### src/hw/rtl/stapd_pkg.sv
`timescale 1ns / 1ps
// ----------------------------------------------------------------------------
// STAP-A deaggregator package
// Shared types and constants: word structs, parse phases and status codes.
// ----------------------------------------------------------------------------
package stapd_pkg;

  localparam logic [7:0] FORBIDDEN_BIT = 8'h80;
  localparam logic [7:0] NRI_MASK      = 8'hE0;
  localparam logic       CODEC_DEFAULT = 1'b0;

  typedef enum logic [2:0] {
    PH_HDR0   = 3'd0,
    PH_HDR1   = 3'd1,
    PH_LENHI  = 3'd2,
    PH_LENLO  = 3'd3,
    PH_DFIRST = 3'd4,
    PH_DREST  = 3'd5,
    PH_DROP   = 3'd6
  } phase_t;

  typedef enum logic [2:0] {
    ST_OK         = 3'd0,
    ST_FORBIDDEN  = 3'd1,
    ST_TRUNC_LEN  = 3'd2,
    ST_TRUNC_UNIT = 3'd3,
    ST_TRUNC_HDR  = 3'd4
  } status_t;

  typedef struct packed {
    logic [7:0] in_byte;
    logic       packet_end;
  } in_word_t;

  typedef struct packed {
    logic [7:0] unit_byte;
    logic       byte_valid;
    logic       unit_first;
    logic       unit_last;
    logic [5:0] unit_type;
    logic       first_param_set;
    logic [7:0] header_info;
    logic       header_valid;
    logic [2:0] status;
    logic       packet_done;
  } out_word_t;

endpackage

### src/hw/rtl/stap_packet_deaggregator.sv
`timescale 1ns / 1ps
// ----------------------------------------------------------------------------
// STAP-A packet deaggregator (H.264 / H.265)
// Splits aggregation packets into unit bytes with unit marks, type and status.
// ----------------------------------------------------------------------------
// Path: an accepted word waits in the input register, and its result word is
// written to the result register; an out_ready stall can hold both registers.
// Throughput: 1 word per cycle unless out_ready stalls; the parse state updates
// once per word in a single pass between the input and result registers.
// Reset: synchronous active-low; clears the parse state and both registers'
// valid flags and sets codec_mode to H.264. Configuration is always ready.
module stap_packet_deaggregator (
  input  logic                 clk,
  input  logic                 rst_n,
  input  logic                 in_valid,
  output logic                 in_ready,
  input  stapd_pkg::in_word_t  in_data,
  output logic                 out_valid,
  input  logic                 out_ready,
  output stapd_pkg::out_word_t out_data,
  input  logic                 cfg_valid,
  output logic                 cfg_ready,
  input  logic                 cfg_data
);

  logic                 codec_mode_r;
  logic                 in_full;
  stapd_pkg::in_word_t  in_word;
  stapd_pkg::out_word_t result;
  logic                 move;
  logic                 out_valid_r;
  stapd_pkg::out_word_t out_data_r;

  assign cfg_ready = 1'b1;
  assign move      = in_full && (!out_valid_r || out_ready);
  assign out_valid = out_valid_r;
  assign out_data  = out_data_r;

  always_ff @(posedge clk) begin
    if (!rst_n) begin
      codec_mode_r <= stapd_pkg::CODEC_DEFAULT;
    end else if (cfg_valid) begin
      codec_mode_r <= cfg_data;
    end
  end

  stapd_in_stage u_in (
    .clk      (clk),
    .rst_n    (rst_n),
    .in_valid (in_valid),
    .in_ready (in_ready),
    .in_data  (in_data),
    .take     (move),
    .full     (in_full),
    .word     (in_word)
  );

  stapd_parser u_parser (
    .clk        (clk),
    .rst_n      (rst_n),
    .step       (move),
    .codec_mode (codec_mode_r),
    .word       (in_word),
    .result     (result)
  );

  always_ff @(posedge clk) begin
    if (!rst_n) begin
      out_valid_r <= 1'b0;
    end else if (!out_valid_r || out_ready) begin
      out_valid_r <= in_full;
    end
  end

  always_ff @(posedge clk) begin
    if (move) begin
      out_data_r <= result;
    end
  end

  // A completed header is never reported together with an error.
  assert property (@(posedge clk) disable iff (!rst_n)
    out_valid_r && out_data_r.header_valid |-> out_data_r.status == stapd_pkg::ST_OK)
    else $error("header_valid with error status");

  // A first parameter set flag only appears on the first data byte of a unit.
  assert property (@(posedge clk) disable iff (!rst_n)
    out_valid_r && out_data_r.first_param_set |->
      out_data_r.unit_first && out_data_r.byte_valid)
    else $error("first_param_set off a first data byte");

  // Truncation errors are only raised on the packet's end byte.
  assert property (@(posedge clk) disable iff (!rst_n)
    out_valid_r && (out_data_r.status == stapd_pkg::ST_TRUNC_LEN ||
                    out_data_r.status == stapd_pkg::ST_TRUNC_UNIT ||
                    out_data_r.status == stapd_pkg::ST_TRUNC_HDR) |->
      out_data_r.packet_done)
    else $error("truncation status without end of packet");

  // Only a truncated unit may carry a data byte alongside an error.
  assert property (@(posedge clk) disable iff (!rst_n)
    out_valid_r && out_data_r.byte_valid |->
      (out_data_r.status == stapd_pkg::ST_OK ||
       out_data_r.status == stapd_pkg::ST_TRUNC_UNIT))
    else $error("data byte with unexpected status");

endmodule

### src/hw/rtl/stapd_in_stage.sv
`timescale 1ns / 1ps
// ----------------------------------------------------------------------------
// STAP-A deaggregator input register
// Holds one accepted word until the parser consumes it.
// ----------------------------------------------------------------------------
module stapd_in_stage (
  input  logic               clk,
  input  logic               rst_n,
  input  logic               in_valid,
  output logic               in_ready,
  input  stapd_pkg::in_word_t in_data,
  input  logic               take,
  output logic               full,
  output stapd_pkg::in_word_t word
);

  logic                full_r;
  stapd_pkg::in_word_t word_r;

  // The register frees up in the same cycle its word moves on.
  assign in_ready = !full_r || take;
  assign full     = full_r;
  assign word     = word_r;

  always_ff @(posedge clk) begin
    if (!rst_n) begin
      full_r <= 1'b0;
    end else if (in_ready) begin
      full_r <= in_valid;
    end
  end

  always_ff @(posedge clk) begin
    if (in_valid && in_ready) begin
      word_r <= in_data;
    end
  end

endmodule

### src/hw/rtl/stapd_parser.sv
`timescale 1ns / 1ps
// ----------------------------------------------------------------------------
// STAP-A deaggregator parser
// Packet parse state and the single-pass logic that turns one payload word
// into one result word.
// ----------------------------------------------------------------------------
module stapd_parser (
  input  logic                 clk,
  input  logic                 rst_n,
  input  logic                 step,
  input  logic                 codec_mode,
  input  stapd_pkg::in_word_t  word,
  output stapd_pkg::out_word_t result
);

  stapd_pkg::phase_t phase_r, phase_nxt;
  logic [7:0]        lenhi_r, lenhi_nxt;
  logic [15:0]       rem_r, rem_nxt;
  logic [15:0]       rem_dec;
  logic [5:0]        cur_r, cur_nxt;
  logic [2:0]        seen_r, seen_nxt;
  logic [5:0]        first_type;
  logic [2:0]        pbit;
  logic [7:0]        b;
  logic              pend;

  // Bit 0 SPS, bit 1 PPS, bit 2 VPS.
  function automatic logic [2:0] param_bit(input logic mode, input logic [5:0] typ);
    logic [2:0] r;
    r = 3'b000;
    if (!mode) begin
      if (typ == 6'd7) r = 3'b001;
      if (typ == 6'd8) r = 3'b010;
    end else begin
      if (typ == 6'd33) r = 3'b001;
      if (typ == 6'd34) r = 3'b010;
      if (typ == 6'd32) r = 3'b100;
    end
    return r;
  endfunction

  assign b          = word.in_byte;
  assign pend       = word.packet_end;
  assign rem_dec    = rem_r - 16'd1;
  assign first_type = codec_mode ? b[6:1] : {1'b0, b[4:0]};
  assign pbit       = param_bit(codec_mode, first_type);

  always_comb begin
    phase_nxt = phase_r;
    lenhi_nxt = lenhi_r;
    rem_nxt   = rem_r;
    cur_nxt   = cur_r;
    seen_nxt  = seen_r;
    result    = '0;
    case (phase_r)
      stapd_pkg::PH_HDR0: begin
        if (!codec_mode) begin
          if ((b & stapd_pkg::FORBIDDEN_BIT) != 8'h00) begin
            result.status = stapd_pkg::ST_FORBIDDEN;
            phase_nxt     = stapd_pkg::PH_DROP;
          end else begin
            result.header_info  = b & stapd_pkg::NRI_MASK;
            result.header_valid = 1'b1;
            phase_nxt           = stapd_pkg::PH_LENHI;
          end
        end else begin
          cur_nxt = b[6:1];
          if (pend) begin
            result.status = stapd_pkg::ST_TRUNC_HDR;
          end else begin
            phase_nxt = stapd_pkg::PH_HDR1;
          end
        end
      end
      stapd_pkg::PH_HDR1: begin
        // The second H.265 header byte only completes the header.
        result.header_info  = {2'b00, cur_r};
        result.header_valid = 1'b1;
        cur_nxt             = 6'd0;
        phase_nxt           = stapd_pkg::PH_LENHI;
      end
      stapd_pkg::PH_LENHI: begin
        lenhi_nxt = b;
        if (pend) begin
          result.status = stapd_pkg::ST_TRUNC_LEN;
        end else begin
          phase_nxt = stapd_pkg::PH_LENLO;
        end
      end
      stapd_pkg::PH_LENLO: begin
        rem_nxt = {lenhi_r, b};
        if (lenhi_r == 8'h00 && b == 8'h00) begin
          result.unit_first = 1'b1;
          result.unit_last  = 1'b1;
          phase_nxt         = stapd_pkg::PH_LENHI;
        end else if (pend) begin
          result.status = stapd_pkg::ST_TRUNC_UNIT;
        end else begin
          phase_nxt = stapd_pkg::PH_DFIRST;
        end
      end
      stapd_pkg::PH_DFIRST, stapd_pkg::PH_DREST: begin
        if (phase_r == stapd_pkg::PH_DFIRST) begin
          cur_nxt           = first_type;
          result.unit_type  = first_type;
          result.unit_first = 1'b1;
          if (pbit != 3'b000 && (seen_r & pbit) == 3'b000) begin
            result.first_param_set = 1'b1;
            seen_nxt               = seen_r | pbit;
          end
        end else begin
          result.unit_type = cur_r;
        end
        result.unit_byte  = b;
        result.byte_valid = 1'b1;
        rem_nxt           = rem_dec;
        if (rem_dec == 16'd0) begin
          result.unit_last = 1'b1;
          phase_nxt        = stapd_pkg::PH_LENHI;
        end else if (pend) begin
          result.status = stapd_pkg::ST_TRUNC_UNIT;
        end else begin
          phase_nxt = stapd_pkg::PH_DREST;
        end
      end
      default: begin
        // Bytes after an error are dropped until the end mark.
        phase_nxt = stapd_pkg::PH_DROP;
      end
    endcase

    if (pend) begin
      result.packet_done = 1'b1;
      phase_nxt          = stapd_pkg::PH_HDR0;
      lenhi_nxt          = 8'h00;
      rem_nxt            = 16'd0;
      cur_nxt            = 6'd0;
      seen_nxt           = 3'b000;
    end
  end

  always_ff @(posedge clk) begin
    if (!rst_n) begin
      phase_r <= stapd_pkg::PH_HDR0;
      lenhi_r <= 8'h00;
      rem_r   <= 16'd0;
      cur_r   <= 6'd0;
      seen_r  <= 3'b000;
    end else if (step) begin
      phase_r <= phase_nxt;
      lenhi_r <= lenhi_nxt;
      rem_r   <= rem_nxt;
      cur_r   <= cur_nxt;
      seen_r  <= seen_nxt;
    end
  end

endmodule
### config.mk
export PLATFORM = sky130hd
export DESIGN_NAME = stap_packet_deaggregator
export DESIGN_NICKNAME = d
export VERILOG_FILES = /design/src/hw/rtl/stapd_pkg.sv /design/src/hw/rtl/stap_packet_deaggregator.sv /design/src/hw/rtl/stapd_in_stage.sv /design/src/hw/rtl/stapd_parser.sv
export SDC_FILE = /design/constraint.sdc
export NUM_CORES = 1
export LEC_CHECK = 0
export BUFFER_PORTS_ARGS = -buffer_cell sky130_fd_sc_hd__buf_2
export CAP_MARGIN = 10
export CORE_MARGIN = 2
export CORE_UTILIZATION = 30
export CTS_CLUSTER_DIAMETER = 80
export CTS_CLUSTER_SIZE = 25
export DETAILED_ROUTE_END_ITERATION = 7
export GPL_ROUTABILITY_DRIVEN = 0
export PLACE_DENSITY_LB_ADDON = 0.2
export SLEW_MARGIN = 15
export SYNTH_ARGS = -nofsm -noshare
export SYNTH_HDL_FRONTEND = slang
export SYNTH_SLANG_ARGS = --single-unit
### constraint.sdc
create_clock -name clk -period 6.4 [get_ports clk]
set_input_delay 0.96 -clock clk [delete_from_list [all_inputs] [get_ports clk]]
set_output_delay 0.96 -clock clk [all_outputs]
set_load 0.02 [all_outputs]
== Word level (Yosys, flattened, before mapping) ==
Cells that the tools add are included.

* Word-level logic and storage cells: 103
* Register bits: 79
* Output and inout port bits: 34
* Bits of input ports: 15

* Muxes and demuxes: 43
* $add $sub $neg: 1
* Bitwise operators: 2
* Reductions and logical operators: 26
* Equal/unequal tests: 11

{| class="wikitable"
|+ Operator list
! cell !! count
|-
| two-way mux 3 bit || 15
|-
| two-way mux 8 bit || 4
|-
| one-hot mux 16 bit (2 select lines) || 1
|-
| two-way mux 6 bit || 4
|-
| equality test 6 bit, second input constant || 3
|-
| one-hot mux 6 bit (3 select lines) || 1
|-
| logical NOT 16 bit || 1
|-
| logical NOT 8 bit || 2
|-
| two-way mux 16 bit || 1
|-
| one-hot mux 8 bit (2 select lines) || 1
|-
| subtractor 16 x 1 -> 16 bit, second input constant || 1
|-
| one-hot mux 3 bit (5 select lines) || 1
|-
| one-hot mux 3 bit (4 select lines) || 1
|-
| two-way mux 2 bit || 5
|-
| two-way mux 1 bit || 8
|-
| nonzero test 2 bit || 4
|-
| equality test 3 x 2 -> 1 bit, second input constant || 2
|-
| equality test 3 bit, second input constant || 2
|-
| equality test 6 x 3 -> 1 bit, second input constant || 1
|-
| equality test 6 x 4 -> 1 bit, second input constant || 1
|-
| logical NOT 3 bit || 2
|-
| AND reduction 2 bit || 3
|-
| nonzero test 3 bit || 2
|-
| logical AND 1 bit || 4
|-
| 11 further kinds || 13
|}

== Longest topological paths before layout ==
* Word-level depth: 13
* Mapped depth: 9

== Cells and area by module ==
From an unflattened synthesis, not the netlist that was laid out.

* Cell total of the unflattened synthesis: 425
* Area total of the unflattened synthesis: 4050.1 um2

{| class="wikitable"
|+ Modules (own cells, without submodules)
! module !! sequential area each (um2) !! cells each !! area each (um2) !! times used
|-
| stapd_parser || 720.7 || 371 || 2696.3 || 1
|-
| stap_packet_deaggregator || 970.9 || 40 || 1026.0 || 1
|-
| stapd_in_stage || 290.3 || 14 || 327.8 || 1
|}

== Worst setup path before layout ==
No wires, ideal clock.

* Kind: input-to-reg
* Start: input port out_ready
* End: register u_parser.seen_r[1]
* Required time: 6340 ps
* Slack: 3785 ps
* Stages: 6
* Buffers on the path: 0
* Data arrival time: 2555 ps
* Setup time: 60 ps
* Cells stage by stage: nor2b_1 -> nand2b_1 -> inv_2 -> a21boi_1 -> nor4b_1 -> a22o_1

* Longest elaborated chain between the ends: 3

{| class="wikitable"
|+ Ends and longest elaborated chain
! item !! RTL line !! RTL
|-
| start, declared || stap_packet_deaggregator.sv:19 || <nowiki>input logic out_ready,</nowiki>
|-
| logical OR 1 bit || stap_packet_deaggregator.sv:35 || <nowiki>assign move = in_full && (!out_valid_r || out_ready);</nowiki>
|-
| logical AND 1 bit || stap_packet_deaggregator.sv:35 ||
|-
| named net move || stap_packet_deaggregator.sv:30 || <nowiki>logic move;</nowiki>
|-
| AND reduction 4 bit (no source line) || - ||
|-
| end signal, assigned || stapd_parser.sv:154 || <nowiki>seen_r <= seen_nxt;</nowiki>
|-
| end, declared || stapd_parser.sv:21 || <nowiki>logic [2:0] seen_r, seen_nxt;</nowiki>
|}

The timed path passes the listed nets, and every way through them passes these cells.
A chain may end at the register's enable or synchronous reset.

== Final worst setup path ==
* Start: register u_parser.rem_r[1]
* End: register u_parser.phase_r[2]

* Longest elaborated chain between the ends: 5

{| class="wikitable"
|+ Ends and longest elaborated chain
! item !! RTL line !! RTL
|-
| start, declared || stapd_parser.sv:18 || <nowiki>logic [15:0] rem_r, rem_nxt;</nowiki>
|-
| start signal, assigned || stapd_parser.sv:152 || <nowiki>rem_r <= rem_nxt;</nowiki>
|-
| subtractor 16 x 1 -> 16 bit || stapd_parser.sv:44 || <nowiki>assign rem_dec = rem_r - 16'd1;</nowiki>
|-
| logical NOT 16 bit || stapd_parser.sv:117 || <nowiki>if (rem_dec == 16'd0) begin</nowiki>
|-
| two-way mux 3 bit || stapd_parser.sv:117 ||
|-
| one-hot mux 3 bit (5 select lines) || stapd_parser.sv:55 || <nowiki>case (phase_r)</nowiki>
|-
| two-way mux 3 bit || stapd_parser.sv:132 || <nowiki>if (pend) begin</nowiki>
|-
| end signal, assigned || stapd_parser.sv:144 || <nowiki>phase_r <= stapd_pkg::PH_HDR0;</nowiki>
|-
| end signal, assigned || stapd_parser.sv:150 || <nowiki>phase_r <= phase_nxt;</nowiki>
|-
| end, declared || stapd_parser.sv:16 || <nowiki>stapd_pkg::phase_t phase_r, phase_nxt;</nowiki>
|}

Every way passes these cells.

==> metrics.md <==
| Metric | Value |
|---|---|
| Die Wd | `117 um` |
| Post-synthesis sequential area ratio | `50.7%` |
| Status | `finished, final reports clean` |
| Die H | `117 um` |
| R2R cell count | `8` |
| Antenna Cells | `0` |
| HP Class | `reg2reg` |
| Leakage | `0.00164 uW` |
| Initial core utilization | `30.6%` |
| RR Startpoint | `u_parser.rem_r[1]$_SDFFE_PN0P_` |
| Cell Count, Final, Fillers Out | `612` |
| Max_cap viols | `0` |
| Antenna Nets Post-Route | `0` |
| DR DRC count | `0` |
| Initial drt markers | `188` |
| Min cycle time layout | `2890 ps` |
| Initial antenna violation count | `0` |
| Worst-path maximum fanout | `7` |
| Inst Count DP | `596` |
| Final hold slack | `475 ps` |
| Vias in the first global route | `2986` |
| Area Overhead vs Synth | `16.6%` |
| Hold_buf cts | `0` |
| Worst setup endpoint | `u_parser.phase_r[2]$_SDFFE_PN0P_` |
| Final setup vio count | `0` |
| R2r endpoint | `u_parser.phase_r[2]$_SDFFE_PN0P_` |
| CP Data Required Time | `6620 ps` |
| Share of layout cells above drive strength 1 | `16.4%` |
| Met2 usage | `24.2%` |
| Pin count of the biggest net entering global routing | `38` |
| Area contributors post-synth | `edfxtp_1 30%, dfxtp_1 20%, a22oi_1 3.9%, and2_1 3.9%, o21ai_0 3.9%` |
| TritonCTS Sinks | `78` |
| GR Util met1 | `19.1%` |
| Routed wirelength normalized by instance count | `16.4 um` |
| Total wire length | `10100 um` |
| Drt first pass iters | `4` |
| RSZ-0062 raised after global routing | `false` |
| Syn Area/Cell | `9.58 um^2` |
| Gates resized, CTS repair | `0` |
| Number of synthesized flops with an enable pin | `39` |
| NumNets Final | `452` |
| Worst setup path startpoint | `u_parser.rem_r[1]$_SDFFE_PN0P_` |
| CTS tree | `built` |
| Flop2flop setup slack | `3510 ps` |
| HPWL after DPL | `6620 um` |
| FMAX | `346 MHz` |
| Clock Skew | `7.69 ps` |
| Post-CTS setup buffers | `0` |
| Largest area contributor in the netlist | `edfxtp_1` |
| Dpl ws | `3210 ps` |
| Total track usage | `15.0%` |
| Worst-margin pin slew | `813 ps` |
| Hold path cells | `1` |
| Port bufs | `46` |
| Post-synthesis cell area | `0.00385 mm^2` |
| Async set or reset register ratio after synthesis | `0%` |
| Die area | `0.0138 mm^2` |
| CTS max path bufs | `2` |
| Vias per cell | `5.08` |
| Syn_nets | `419` |
| Pins over their slew limit | `0` |
| Flops & latches, synth | `78` |
| Warnings, synthesis | `0` |
| Slew HR | `45.7%` |
| Final hold vios | `0` |
| Tcrit/Tclk final | `45.2%` |
| Setup TNS | `0 ps` |
| Top-area cell type share of the netlist area | `30.4%` |
| Row count | `41` |
| M3 GR Usage | `3.50%` |
| Maximum VDD drop | `0.136 mV` |
| Ports | `49` |
| Crit path kind | `reg2reg` |
| Pwr/cell area | `258 mW/mm^2` |
| Main synth FF type | `edfxtp_1` |
| Mapped Cells | `402` |
| Worst-path clk slew | `60 ps` |
| Clk Latency, worst-skew pair | `330 ps` |
| Num CTS Buffers | `9` |
| Root buffer cell | `clkbuf_16` |
| Crit path launch type | `flip-flop` |
| Top Usage Layer GRT | `met2` |
| H-tree levels | `3` |
| Arr. time, crit path | `3110 ps` |
| Via count | `3109` |
| PnR worst setup slack | `3510 ps` |
| Core area | `0.0126 mm^2` |
| GRT overflow | `0` |
| Setup crit end kind | `flip-flop` |
| First-pass GRT wire length | `16100 um` |
| Unique masters post-synth | `58` |
## synthesized netlist by cell type (all sizes together), types with 2 or more instances
cell type  instances
xnor2              2
nor3b              4
nor2              36
xor2               3
or2                3
a32o               2
nand3              7
nand4              4
nor4               7
a31oi              2
and2              24
o211ai             3
inv                7
mux2i              7
nor3              11
a21boi             3
conb               2
o21a               4
a2bb2oi            5
dfxtp             39
nand3b             4
a21o               2
or4                3
nand2b             4
o31ai              3
and3               3
nor2b             21
nand2             36
buf                5
a22o               4
edfxtp            39
a21oi             14
ha                 2
o21ai             32
clkbuf            21
a22oi             20
## logic make-up after synthesis
kind of cell	count (synthesis)	share of synthesized area, %
buffers and inverters	33	3.41
and+or+nand+nor	172	24.0
adders and majority gates	2	0.650
muxes	7	1.82
DFF	78	50.7
xor gates and xnor gates	5	1.33
AOI/OAI and AO/OA	103	17.9
other	2	0.195
## cells in the final DEF, fill, tap and decap left out, types with 3 or more instances in the layout
cell type | Yosys | final
a2bb2oi_1 | 5 | 5
inv_1 | 6 | 6
and2_1 | 24 | 24
nor2_1 | 35 | 35
or2_2 | 3 | 3
clkinv_2 | 0 | 3
nand3_1 | 7 | 7
a22o_1 | 4 | 4
nand4_1 | 4 | 4
nor3_1 | 10 | 10
a21oi_1 | 14 | 14
a22oi_1 | 20 | 20
nand2_1 | 36 | 36
nand2b_1 | 4 | 4
o31ai_1 | 3 | 3
o21ai_0 | 30 | 30
mux2i_1 | 7 | 7
nor2b_1 | 21 | 21
and3_1 | 3 | 3
buf_2 | 0 | 46
clkbuf_16 | 0 | 9
o211ai_1 | 3 | 3
nand3b_1 | 4 | 4
nor4_1 | 7 | 7
nor3b_1 | 4 | 4
dfxtp_1 | 39 | 39
edfxtp_1 | 39 | 39
o21a_1 | 4 | 4
## worst max-delay path, stage by stage, from the launching register on
cell and delay (ps):
dfxtp_1 350, inv_1 90, ha_1 290, nor3b_1 660
nand2_1 350, nor2_4 170, xor2_2 140, or4_1 490
o221a_1 240
## how the worst min path moves through the flow
stage                                                 end  slack (ps)                            start
after global placement    u_parser.seen_r[0]$_SDFFE_PN0P_         460  u_parser.seen_r[0]$_SDFFE_PN0P_
after CTS                 u_parser.seen_r[0]$_SDFFE_PN0P_         480  u_parser.seen_r[0]$_SDFFE_PN0P_
after floorplan           u_parser.seen_r[0]$_SDFFE_PN0P_         440  u_parser.seen_r[0]$_SDFFE_PN0P_
final                     u_parser.seen_r[0]$_SDFFE_PN0P_         470  u_parser.seen_r[0]$_SDFFE_PN0P_
after global routing      u_parser.seen_r[0]$_SDFFE_PN0P_         520  u_parser.seen_r[0]$_SDFFE_PN0P_
after detailed placement  u_parser.seen_r[0]$_SDFFE_PN0P_         460  u_parser.seen_r[0]$_SDFFE_PN0P_
## sequential cells by signal (all words and copies together), names as in the netlist
signal,count
codec_mode_r,1
u_parser.lenhi_r,8
u_parser.phase_r,3
out_valid,1
out_data,30
u_parser.cur_r,6
u_parser.seen_r,3
u_in.full,1
u_parser.rem_r,16
u_in.word,9
## report_power, final
| group | leakage, uW | total (uW) | switching [uW] | internal, uW |
|---|---|---|---|---|
| sequential | 0.000685 | 563 | 20.7 | 542 |
| clock | 0.000139 | 495 | 195 | 300 |
| combinational | 0.000818 | 99.6 | 62.2 | 37.5 |
| total | 0.00164 | 1160 | 278 | 880 |
## area by class of cell
cell class                      instances  area, um^2
Clock buffer                           11         233
Multi-Input combinational cell        291        1770
Tap cell                              172         215
Inverter                                7        26.3
Sequential cell                        78        1950
Fill cell                            1300        8080
Clock inverter                          5        52.6
Timing Repair Buffer                   48         245
## per-stage QoR
step           util [%]  cell area [um^2]  power, uW
5_1_grt            35.7              4490       1210
4_1_cts            35.7              4490       1170
3_5_place_dp       33.5              4210        674
2_1_floorplan         -              3850        639
6_report           35.7              4490       1160
3_3_place_gp       33.5              4210        672
## metal layers
layer | vias to the layer above | part of all wire, %
met3 | 15 | 4.4
met2 | 78 | 47
met4 | 0 | 2.0
met5 | - | 0
met1 | 1482 | 47
li1 | 1534 | -
(Power assumes the default switching activity.)
